`src/hw/rtl/tsp_pkg.sv`:
```
// Shared types and constants for the timer slot pool.
package tsp_pkg;

   // Field widths
   localparam int TICK_W     = 16;
   localparam int HANDLER_W  = 8;
   localparam int TAG_W      = 32;
   localparam int SLOT_W     = 6;
   localparam int OPCODE_W   = 2;
   localparam int KIND_W     = 2;

   // Default pool size
   localparam int SLOT_COUNT_DEF = 16;

   // Request opcodes (the remaining code is ignored)
   localparam logic [OPCODE_W-1:0] OP_START  = 2'd0;
   localparam logic [OPCODE_W-1:0] OP_CANCEL = 2'd1;
   localparam logic [OPCODE_W-1:0] OP_TICK   = 2'd2;

   // Response kinds
   localparam logic [KIND_W-1:0] KIND_START  = 2'd0;
   localparam logic [KIND_W-1:0] KIND_CANCEL = 2'd1;
   localparam logic [KIND_W-1:0] KIND_EXPIRY = 2'd2;
   localparam logic [KIND_W-1:0] KIND_TICK   = 2'd3;

   // Status codes
   localparam logic STATUS_OK      = 1'b0;
   localparam logic STATUS_NO_SLOT = 1'b1;

   // Sequencer states
   typedef enum logic [2:0] {
      ST_IDLE,
      ST_START,
      ST_CANCEL,
      ST_TICK_SCAN,
      ST_TICK_DONE
   } state_type;

   // One stored timer slot
   typedef struct packed {
      logic [TICK_W-1:0]    expiry;
      logic [HANDLER_W-1:0] handler;
      logic [TAG_W-1:0]     tag;
   } slot_entry_type;

   // One response word
   typedef struct packed {
      logic [KIND_W-1:0]    kind;
      logic                 status;
      logic [SLOT_W-1:0]    slot;
      logic [HANDLER_W-1:0] handler;
      logic [TAG_W-1:0]     tag;
      logic                 last;
   } rsp_word_type;

endpackage

```
`src/hw/rtl/timer_slot_pool_unit.sv`:
```
// Timer slot pool top level: sequencer, busy bits and response register.
//
// Requests arrive on the req_ channel (valid/stall); each carries an opcode:
// start a timer, cancel a slot, or one tick elapsed. Responses leave on the
// rsp_ channel, one word per handshake, with rsp_last set on the final word
// of a request. A start replies with the lowest free slot (or no-slot
// status); a cancel replies with success; a tick advances the 16-bit count,
// sends one expiry word per matching busy slot in ascending order, then a
// tick-done word. An ignored opcode is taken and produces no word.
// One request is handled at a time; req_stall is high while it is in work.
// A slot scanner steps one slot per cycle and shares the expiry compare:
// start scans up to the lowest free slot, or every slot when full; cancel
// does not scan; tick scans every slot. A word is held in the response
// register while the receiver holds rsp_stall; the scan waits on a full
// response register and resumes where it stopped. Reset clears the count,
// the busy bits and the response valid bit; slot contents need no clearing.
module timer_slot_pool_unit
   import tsp_pkg::*;
#(
   parameter int SLOT_COUNT = SLOT_COUNT_DEF
) (
   input  logic                 clock,
   input  logic                 reset,
   input  logic                 req_valid,
   output logic                 req_stall,
   input  logic [OPCODE_W-1:0]  req_opcode,
   input  logic [TICK_W-1:0]    req_tick_delay,
   input  logic [SLOT_W-1:0]    req_slot_to_cancel,
   input  logic [HANDLER_W-1:0] req_handler_id,
   input  logic [TAG_W-1:0]     req_user_tag,
   output logic                 rsp_valid,
   input  logic                 rsp_stall,
   output logic [KIND_W-1:0]    rsp_kind,
   output logic                 rsp_status,
   output logic [SLOT_W-1:0]    rsp_slot,
   output logic [HANDLER_W-1:0] rsp_expired_handler,
   output logic [TAG_W-1:0]     rsp_expired_tag,
   output logic                 rsp_last
);

   localparam int IDX_W = (SLOT_COUNT > 1) ? $clog2(SLOT_COUNT) : 1;
   localparam logic [IDX_W-1:0] LAST_IDX = IDX_W'(SLOT_COUNT - 1);

   state_type state_ff, state_in;

   logic [IDX_W-1:0]      idx_ff, idx_in;
   logic [SLOT_COUNT-1:0] busy_ff, busy_in;
   logic [TICK_W-1:0]     tick_ff, tick_in;

   // Latched request payload
   logic [TICK_W-1:0]    delay_ff;
   logic [SLOT_W-1:0]    cancel_ff;
   logic [HANDLER_W-1:0] handler_ff;
   logic [TAG_W-1:0]     tag_ff;

   rsp_word_type rsp_ff, rsp_in;
   logic         rsp_valid_ff;
   logic         rsp_load;

   logic           req_accept;
   logic           out_free;
   logic           at_last;
   logic           slot_free;
   logic           scan_hit;
   logic           cancel_hit;
   logic           busy_set, busy_clr;
   logic [IDX_W-1:0] busy_idx;
   logic           wr_en;
   slot_entry_type wr_data;
   slot_entry_type rd_data;

   // Slot storage; read address follows the next scan index
   tsp_slot_store #(
      .SLOT_COUNT (SLOT_COUNT)
   ) u_store (
      .clock   (clock),
      .wr_en   (wr_en),
      .wr_idx  (idx_ff),
      .wr_data (wr_data),
      .rd_idx  (idx_in),
      .rd_data (rd_data)
   );

   // Shared conditions
   assign req_stall  = (state_ff != ST_IDLE);
   assign req_accept = req_valid && !req_stall;
   assign out_free   = !rsp_valid_ff || !rsp_stall;
   assign at_last    = (idx_ff == LAST_IDX);
   assign slot_free  = !busy_ff[idx_ff];
   assign scan_hit   = busy_ff[idx_ff] && (rd_data.expiry == tick_ff);
   assign cancel_hit = ({1'b0, cancel_ff} < (SLOT_W + 1)'(SLOT_COUNT));

   assign wr_data.expiry  = tick_ff + delay_ff;
   assign wr_data.handler = handler_ff;
   assign wr_data.tag     = tag_ff;

   // Next state
   always_comb begin
      state_in = state_ff;
      case (state_ff)
         ST_IDLE: begin
            if (req_accept) begin
               case (req_opcode)
                  OP_START:  state_in = ST_START;
                  OP_CANCEL: state_in = ST_CANCEL;
                  OP_TICK:   state_in = ST_TICK_SCAN;
                  default:   state_in = ST_IDLE;
               endcase
            end
         end
         ST_START: begin
            if (out_free && (slot_free || at_last)) begin
               state_in = ST_IDLE;
            end
         end
         ST_CANCEL: begin
            if (out_free) begin
               state_in = ST_IDLE;
            end
         end
         ST_TICK_SCAN: begin
            if (at_last && (!scan_hit || out_free)) begin
               state_in = ST_TICK_DONE;
            end
         end
         ST_TICK_DONE: begin
            if (out_free) begin
               state_in = ST_IDLE;
            end
         end
         default: state_in = ST_IDLE;
      endcase
   end

   // Sequencer outputs
   always_comb begin
      idx_in   = '0;
      rsp_load = 1'b0;
      rsp_in   = '0;
      busy_set = 1'b0;
      busy_clr = 1'b0;
      busy_idx = idx_ff;
      wr_en    = 1'b0;
      tick_in  = tick_ff;
      case (state_ff)
         ST_IDLE: begin
            if (req_accept && (req_opcode == OP_TICK)) begin
               tick_in = tick_ff + TICK_W'(1);
            end
         end
         ST_START: begin
            idx_in = idx_ff;
            if (slot_free) begin
               if (out_free) begin
                  wr_en       = 1'b1;
                  busy_set    = 1'b1;
                  rsp_load    = 1'b1;
                  rsp_in.kind = KIND_START;
                  rsp_in.slot = SLOT_W'(idx_ff);
                  rsp_in.last = 1'b1;
                  idx_in      = '0;
               end
            end else if (at_last) begin
               if (out_free) begin
                  rsp_load      = 1'b1;
                  rsp_in.kind   = KIND_START;
                  rsp_in.status = STATUS_NO_SLOT;
                  rsp_in.last   = 1'b1;
                  idx_in        = '0;
               end
            end else begin
               idx_in = idx_ff + IDX_W'(1);
            end
         end
         ST_CANCEL: begin
            busy_idx = cancel_ff[IDX_W-1:0];
            if (out_free) begin
               busy_clr    = cancel_hit;
               rsp_load    = 1'b1;
               rsp_in.kind = KIND_CANCEL;
               rsp_in.last = 1'b1;
            end
         end
         ST_TICK_SCAN: begin
            if (scan_hit && !out_free) begin
               idx_in = idx_ff;
            end else begin
               idx_in = at_last ? '0 : idx_ff + IDX_W'(1);
            end
            if (scan_hit && out_free) begin
               busy_clr       = 1'b1;
               rsp_load       = 1'b1;
               rsp_in.kind    = KIND_EXPIRY;
               rsp_in.slot    = SLOT_W'(idx_ff);
               rsp_in.handler = rd_data.handler;
               rsp_in.tag     = rd_data.tag;
            end
         end
         ST_TICK_DONE: begin
            if (out_free) begin
               rsp_load    = 1'b1;
               rsp_in.kind = KIND_TICK;
               rsp_in.last = 1'b1;
            end
         end
         default: ;
      endcase
   end

   // Busy bit update
   always_comb begin
      busy_in = busy_ff;
      if (busy_set) begin
         busy_in[busy_idx] = 1'b1;
      end
      if (busy_clr) begin
         busy_in[busy_idx] = 1'b0;
      end
   end

   // Control registers
   always_ff @(posedge clock) begin
      if (reset) begin
         state_ff     <= ST_IDLE;
         idx_ff       <= '0;
         busy_ff      <= '0;
         tick_ff      <= '0;
         rsp_valid_ff <= 1'b0;
      end else begin
         state_ff <= state_in;
         idx_ff   <= idx_in;
         busy_ff  <= busy_in;
         tick_ff  <= tick_in;
         if (rsp_load) begin
            rsp_valid_ff <= 1'b1;
         end else if (!rsp_stall) begin
            rsp_valid_ff <= 1'b0;
         end
      end
   end

   // Payload registers
   always_ff @(posedge clock) begin
      if (req_accept) begin
         delay_ff   <= req_tick_delay;
         cancel_ff  <= req_slot_to_cancel;
         handler_ff <= req_handler_id;
         tag_ff     <= req_user_tag;
      end
      if (rsp_load) begin
         rsp_ff <= rsp_in;
      end
   end

   assign rsp_valid           = rsp_valid_ff;
   assign rsp_kind            = rsp_ff.kind;
   assign rsp_status          = rsp_ff.status;
   assign rsp_slot            = rsp_ff.slot;
   assign rsp_expired_handler = rsp_ff.handler;
   assign rsp_expired_tag     = rsp_ff.tag;
   assign rsp_last            = rsp_ff.last;

   // Checks
   a_tick_advance : assert property (@(posedge clock) disable iff (reset)
      (req_accept && (req_opcode == OP_TICK)) |=> (tick_ff == $past(tick_ff) + TICK_W'(1)))
      else $error("tick count did not advance on a tick word");

   a_no_slot_only_full : assert property (@(posedge clock) disable iff (reset)
      (rsp_load && rsp_in.status) |-> (&busy_ff))
      else $error("no-slot status while a slot is free");

   a_grant_takes_slot : assert property (@(posedge clock) disable iff (reset)
      (rsp_load && (rsp_in.kind == KIND_START) && !rsp_in.status)
      |=> ($countones(busy_ff) == $past($countones(busy_ff)) + 1))
      else $error("granted slot not marked busy");

   a_expiry_frees_slot : assert property (@(posedge clock) disable iff (reset)
      (rsp_load && (rsp_in.kind == KIND_EXPIRY))
      |=> ($countones(busy_ff) + 1 == $past($countones(busy_ff))))
      else $error("expired slot not freed");

   a_expiry_not_last : assert property (@(posedge clock) disable iff (reset)
      (rsp_load && (rsp_in.kind == KIND_EXPIRY)) |-> !rsp_in.last)
      else $error("expiry word marked last");

endmodule

```
`src/hw/rtl/tsp_slot_store.sv`:
```
// Slot storage: expiry, handler and tag per slot, one write and one registered read.
module tsp_slot_store
   import tsp_pkg::*;
#(
   parameter int SLOT_COUNT = SLOT_COUNT_DEF,
   localparam int IDX_W = (SLOT_COUNT > 1) ? $clog2(SLOT_COUNT) : 1
) (
   input  logic                    clock,
   input  logic                    wr_en,
   input  logic [IDX_W-1:0]        wr_idx,
   input  slot_entry_type          wr_data,
   input  logic [IDX_W-1:0]        rd_idx,
   output slot_entry_type          rd_data
);

   slot_entry_type mem [SLOT_COUNT];
   slot_entry_type rd_data_ff;

   // Write port
   always_ff @(posedge clock) begin
      if (wr_en) begin
         mem[wr_idx] <= wr_data;
      end
   end

   // Registered read port
   always_ff @(posedge clock) begin
      rd_data_ff <= mem[rd_idx];
   end

   assign rd_data = rd_data_ff;

endmodule

```
`config.mk`:
```
export PLATFORM = sky130hd
export DESIGN_NAME = timer_slot_pool_unit
export DESIGN_NICKNAME = d
export VERILOG_FILES = /design/src/hw/rtl/tsp_pkg.sv /design/src/hw/rtl/timer_slot_pool_unit.sv /design/src/hw/rtl/tsp_slot_store.sv
export SDC_FILE = /design/constraint.sdc
export NUM_CORES = 1
export LEC_CHECK = 0
export BUFFER_PORTS_ARGS = -buffer_cell sky130_fd_sc_hd__buf_2
export CAP_MARGIN = 10
export CORE_MARGIN = 2
export CORE_UTILIZATION = 51
export CTS_BUF_LIST = sky130_fd_sc_hd__clkbuf_2
export CTS_CLUSTER_SIZE = 16
export DETAILED_ROUTE_END_ITERATION = 8
export PLACE_DENSITY = 0.7
export RECOVER_POWER = 50
export SKIP_CTS_REPAIR_TIMING = 1
export SYNTH_ARGS = -nofsm -noshare
export SYNTH_HDL_FRONTEND = slang
export SYNTH_SLANG_ARGS = --single-unit
export TNS_END_PERCENT = 100
```
`constraint.sdc`:
```
create_clock -name clock -period 7.9 [get_ports clock]
set_input_delay 1.58 -clock clock [delete_from_list [all_inputs] [get_ports clock]]
set_output_delay 1.58 -clock clock [all_outputs]
set_load 0.03 [all_outputs]
```
# ---- Yosys cells after proc, flatten, opt, wreduce, memory -nomap -nowiden
# Memory sizes are Yosys's and may differ from the RTL's. A register that Yosys moved wholly into a read port is not among the register bits.
# Index checks and enable logic that the tools add are counted.
dict set report word_totals {
  reg_bits 152
  memories 1
  mem_bits_rw 896
  output_inout_bits 52
}
dict set report op_classes {
  n_addsub 3
  eq_ne 13
  n_bitwise 3
  muxes 42
  reduce_logical 25
  n_lt_le_gt_ge 4
}
# name words width read_ports rd_ports_with_merged_regs write_ports line_no
set mem_list {}
lappend mem_list {u_store.mem 16 56 1 1 1 tsp_slot_store.sv:16} ;# slot_entry_type mem [SLOT_COUNT];
# cell count
set op_table {}
lappend op_table {{$mux W44} 1}
lappend op_table {{$mux W16} 2}
lappend op_table {{$mux W4} 7}
lappend op_table {{$add A16 B1 Y16 const B} 1}
lappend op_table {{$add A16 B16 Y16} 1}
lappend op_table {{$and A16 B16 Y16} 1}
lappend op_table {{$eq A16 B16 Y1} 1}
lappend op_table {{$not A16 Y16} 1}
lappend op_table {{$or A16 B16 Y16} 1}
lappend op_table {{$mux W1} 15}
lappend op_table {{$mux W3} 4}
lappend op_table {{$pmux W3 S4} 1}
lappend op_table {{$pmux W6 S2} 1}
lappend op_table {{$lt A4 B5 Y1 const B} 2}
lappend op_table {{$logic_and A1 B1 Y1} 8}
lappend op_table {{$pmux W2 S4} 1}
lappend op_table {{$pmux W4 S2} 1}
lappend op_table {{$eq A3 B2 Y1 const B} 2}
lappend op_table {{$logic_not A1 Y1} 6}
lappend op_table {{$lt A6 B5 Y1 const B} 1}
lappend op_table {{$mux W6} 1}
lappend op_table {{$ne A2 B2 Y1 const B} 3}
lappend op_table {{$pmux W2 S3} 1}
lappend op_table {{$add A4 B1 Y4 const B} 1}
lappend op_table {{other kinds (20)} 26}

# ---- Depth between registers and ports, before layout
dict set report logic_depth {
  word_depth 10
  mapped_depth 14
  depth_no_buf 12
}

# ---- Hierarchy
# From an unflattened synthesis, not the netlist that was laid out.
dict set report unflattened {
  cells_unflattened 2010
  area_unflattened_um2 41564.9
}
# module instances area_each_um2 cells_each
set by_module_without_submodules {}
lappend by_module_without_submodules {tsp_slot_store 1 34678.3 1445}
lappend by_module_without_submodules {timer_slot_pool_unit 1 6886.6 565}

# ---- Worst setup path before layout
# Ideal clock, no wire load.
dict set report synth_path {
  path_kind {input to register}
  startpoint {input rsp_stall}
  endpoint {memory u_store.mem[15][0] in the netlist's numbering (enable)}
  setup_slack_ns -0.196
  n_path_buf 2
  setup_time_ns 0.608
  stages 4
  arrival_ns 7.488
  t_required_ns 7.292
  cell_sequence {and2_1 -> clkbuf_1 -> clkbuf_1 -> nor4_1}
}
dict set report synth_via {
  elab_chain_len 7
}
# element line_no
set synth_rtl {}
lappend synth_rtl {{start, declared} timer_slot_pool_unit.sv:32} ;# input logic rsp_stall,
lappend synth_rtl {{$logic_not A1 Y1} n/a}
lappend synth_rtl {{$logic_or A1 B1 Y1} timer_slot_pool_unit.sv:87} ;# assign out_free = !rsp_valid_ff || !rsp_stall;
lappend synth_rtl {{$mux W1} timer_slot_pool_unit.sv:154} ;# if (out_free) begin
lappend synth_rtl {{$mux W1} timer_slot_pool_unit.sv:153} ;# if (slot_free) begin
lappend synth_rtl {{$mux W1} timer_slot_pool_unit.sv:145} ;# case (state_ff)
lappend synth_rtl {{$mux W1} tsp_slot_store.sv:21} ;# if (wr_en) begin
lappend synth_rtl {{$mux W1 (not written as such)} tsp_slot_store.sv:22} ;# mem[wr_idx] <= wr_data;
lappend synth_rtl {{end, declared} tsp_slot_store.sv:16}
# No other way between the ends.

# ---- Worst setup path after layout
dict set report layout_path {
  startpoint {register idx_ff[0]}
  endpoint {register u_store.rd_data[7] (netlist name)}
}
dict set report layout_via {
  elab_chain_len 6
  word_cells_on_any_way 12
  cone_classes {add/sub: 1; eq/ne: 1; mux: 8; reduce/logical: 2}
}
# element line_no
set layout_rtl {}
lappend layout_rtl {{start, declared} timer_slot_pool_unit.sv:46} ;# logic [IDX_W-1:0] idx_ff, idx_in;
lappend layout_rtl {{start signal, assigned} timer_slot_pool_unit.sv:231} ;# idx_ff <= idx_in;
lappend layout_rtl {{$bmux W1 S4} {timer_slot_pool_unit.sv:89, timer_slot_pool_unit.sv:90}}
lappend layout_rtl {{$mux W1 (not written as such)} {timer_slot_pool_unit.sv:89, timer_slot_pool_unit.sv:90}}
lappend layout_rtl {{$logic_and A1 B1 Y1} timer_slot_pool_unit.sv:90} ;# assign scan_hit = busy_ff[idx_ff] && (rd_data.expiry == tick_ff);
lappend layout_rtl {{$logic_and A1 B1 Y1} timer_slot_pool_unit.sv:185} ;# if (scan_hit && !out_free) begin
lappend layout_rtl {{$mux W4} timer_slot_pool_unit.sv:185}
lappend layout_rtl {{$pmux W4 S2 (*)} timer_slot_pool_unit.sv:145}
# Mark *: on every way between the ends. The rest lies on a longest branch, timed or not. The select of a mux whose other input is x is not followed.
# A chain may end at the register's enable or synchronous reset.

==> impl_metrics.yaml <==
die:
  io_pins: 120
  die_h_microns: 293
  die_x_microns: 293
  initial_core_util_pct: 51.2
  core_sq_um: 83300
  die-area_sq_um: 86000
  num_rows: 106
timing:
  slew_viol_final: 310
  maxSlewHeadroom_pct: -95.4
  rsz0062_at_grt: "no"
  tightest_slew_ns: 2.93
  hold_viol_final: 0
  period_minus_slack_ns: 6.16
  finalSetupViolCount: 0
  fin_setup_tns_ns: 0
  hold_ws_ns: 0.301
  fmax_mhz: 162
  clock_skew_ns: 0.187
  finalCritPeriodShare_pct: 77.9
  layout_setup_ws_ns: 1.74
layout:
  final_cell_mix: "1006 x edfxtp_1, 534 x nand2_1, 472 x a21oi_1"
  postLayoutCellArea_sq_um: 46700
  nets: 3362
  layout_commonest_cell: "edfxtp_1"
  drive_gt1_share_pct: 17.9
  area_delta_synth_final_pct: 9.53
  fillerInstances: 6614
detailed_routing:
  wire_per_inst_microns: 22.5
  wl_microns: 102000
  first_pass_iters: 6
  drc: 0
  met1Wirelength_microns: 40700
  route.met2.wl_microns: 50900
  via_per_inst: 5.87
  vias: 26761
  ant_nets: 0
  wl_met3_microns: 8170
  drt_iter0_drc: 2878
  top_layer_used: "met4"
pwr:
  ir_drop_v: 0.000146
  total_power_mw: 12.2
  power_density_nw_per_um2: 260
  p_leak_nw: 15.8
setup_path:
  worstSetupPathType: "reg -> reg"
  cp_slowest_cell: "o221a_1"
  cp-start-kind: "flip-flop"
  timing.reg2reg.setup_slack_ns: 1.74
  critPathRequiredTime_ns: 9.21
  reg2reg_depth: 10
  crit_chain: "mux4_2 > mux2i_1 > mux2_1 > nor3_1 > o221a_1 > buf_4 > a21oi_1 > a22o_1 > o22a_1 > nand2_1"
  arrival_ns: 7.46
  worstReg2RegStart: "idx_ff[0]"
  crit_fanout: 70
  slowest_delay_ns: 2.20
  r2r_end: "u_store.rd_data[7]"
  end_kind: "flip-flop"
logic_synthesis:
  syn-mean-instance-area_sq_um: 14.2
  syn-cell-area_sq_um: 42700
  synth_area_leaders: "edfxtp_1 71%, a21oi_1 5.5%, nand2_1 4.7%, dfxtp_1 4.5%, a22oi_1 2.9%"
  yosys_warnings: 0
  synth_cell_type_count: 62
  async_flop_share_pct: 0
  synth-seq-area-share_pct: 75.3
  yosys.area.top_type: "edfxtp_1"
  synth_edf_count: 1006
  yosysTopAreaCellShare_pct: 70.8
  synth-seq-cells: 1102
  synth_ff_type: "edfxtp_1"
  syn_inst: 2997
global_routing:
  grt_pass1_vias: 27292
  gr-total-overflow: 0
  grt_pass1_wl_microns: 154000
  grt_max_degree: 214
  track_usage_pct: 23.5
  antenna_found_initial: 1
run:
  drv_cap: 6
hold_path:
  hold_class: "in -> reg"
  holdPathEnd: "handler_ff[4]"
  hold_start: "req_handler_id[4]"
  hold_depth: 1
clocking:
  h-tree-depth: 5
  root_buffer: "clkbuf_2"
  cts_buffers: 293
  cts_buffer_depth: 4
  clk_pin_slew_worst_paths_ns: 0.10
  cts_sinks: 1102
  clock_latency_ns: 1.45
  cts_tree: "yes"
placement:
  dp_hpwl_microns: 51000
  placed_cell_area_sq_um: 44300
  io_buffers: 117
  place_congestion: 0.828
  place_ws_ns: 2.52
status:
  violations: "capacitance limit, slew limit"
  outcome: "finished, violations left"
-- routing by layer --
metal / vias to the layer above / GRT usage (%)
met5: - / 0
met4: 0 / 9.10
met3: 181 / 4.64
met2: 1295 / 39.5
met1: 13231 / 30.3
li1: 12054 / -
-- power breakdown --
group / internal [mW] / switching (mW) / total (mW)
Clock: 1.57 / 2.20 / 3.77
Sequential: 6.88 / 0.239 / 7.12
Combinational: 0.390 / 0.876 / 1.27
-- through the flow --
| step | utilization [%] | cells |
|---|---|---|
| 4_1_cts | 56.2 | 4549 |
| 3_3_place_gp | 53.1 | 4048 |
| 5_1_grt | 56.1 | 4557 |
| 2_1_floorplan | - | 2998 |
| 3_5_place_dp | 53.1 | 4048 |
| 6_report | 56.1 | 4557 |
-- critical path: cells and delay by family (launching register included) --
kind | cells | cell delay (ns)
AOI/OAI and AO/OA | 4 | 2.83
buffers and inverters | 1 | 1.02
muxes | 3 | 0.92
DFF | 1 | 0.70
and+or+nand+nor | 2 | 0.63
-- flip-flops by register name, summed over array words and instances, names as in the netlist --
name	flops
rsp_expired_tag	32
rsp_kind	2
busy_ff	16
rsp_status	1
u_store.mem	896
handler_ff	8
rsp_last	1
rsp_valid	1
u_store.rd_data	56
delay_ff	16
rsp_expired_handler	8
idx_ff	4
state_ff	3
tag_ff	32
tick_ff	16
rsp_slot	4
cancel_ff	6
-- synthesized netlist by cell type (all sizes together) (6+ instances only) --
library cell,number
mux2i,9
nor2b,10
a211oi,18
edfxtp,1006
inv,16
a22o,110
nor4,6
or3,9
ha,23
nor3,15
nand2,535
nand4,7
buf,120
a22oi,166
o22a,55
xor2,29
o21ai,20
nor2,60
and3,7
clkbuf,74
dfxtp,96
nand3,21
xnor2,14
and2,49
a21oi,472
-- cell families (layout without fill, tap and decap cells) --
kind of cell / after synthesis / after routing / synth area share (%)
xor+xnor: 43 / 43 / 0.883
mux: 16 / 16 / 0.528
compound gates: 869 / 869 / 13.0
simple gates: 732 / 732 / 7.19
flops: 1102 / 1102 / 75.3
fa+ha+maj: 24 / 24 / 0.721
other cells: 1 / 3 / 0.00879
buf+inv: 210 / 688 / 2.36
-- worst max path at each step --
stage / start / end / slack [ns]
floorplan: rsp_stall / u_store.mem[0][0] / 0.98
global placement: rsp_stall / u_store.rd_data[52] / 2.64
detailed placement: rsp_stall / u_store.rd_data[29] / 2.52
CTS: idx_ff[0] / u_store.mem[5][39] / 2.77
global route: idx_ff[0] / u_store.rd_data[18] / 1.42
finish: idx_ff[0] / u_store.rd_data[7] / 1.74
-- cell type report --
cell class / count / area (sq um) / area share (%)
Clock inverter: 70 / 375 / 0.803
Inverter: 16 / 60.1 / 0.129
Timing Repair Buffer: 171 / 993 / 2.13
Clock buffer: 431 / 2160 / 4.62
Antenna cell: 1 / 2.50 / 0.00536
Multi-Input combinational cell: 1686 / 9660 / 20.7
Sequential cell: 1102 / 32100 / 68.8
Tap cell: 1080 / 1350 / 2.89
(Power assumes the default switching activity.)
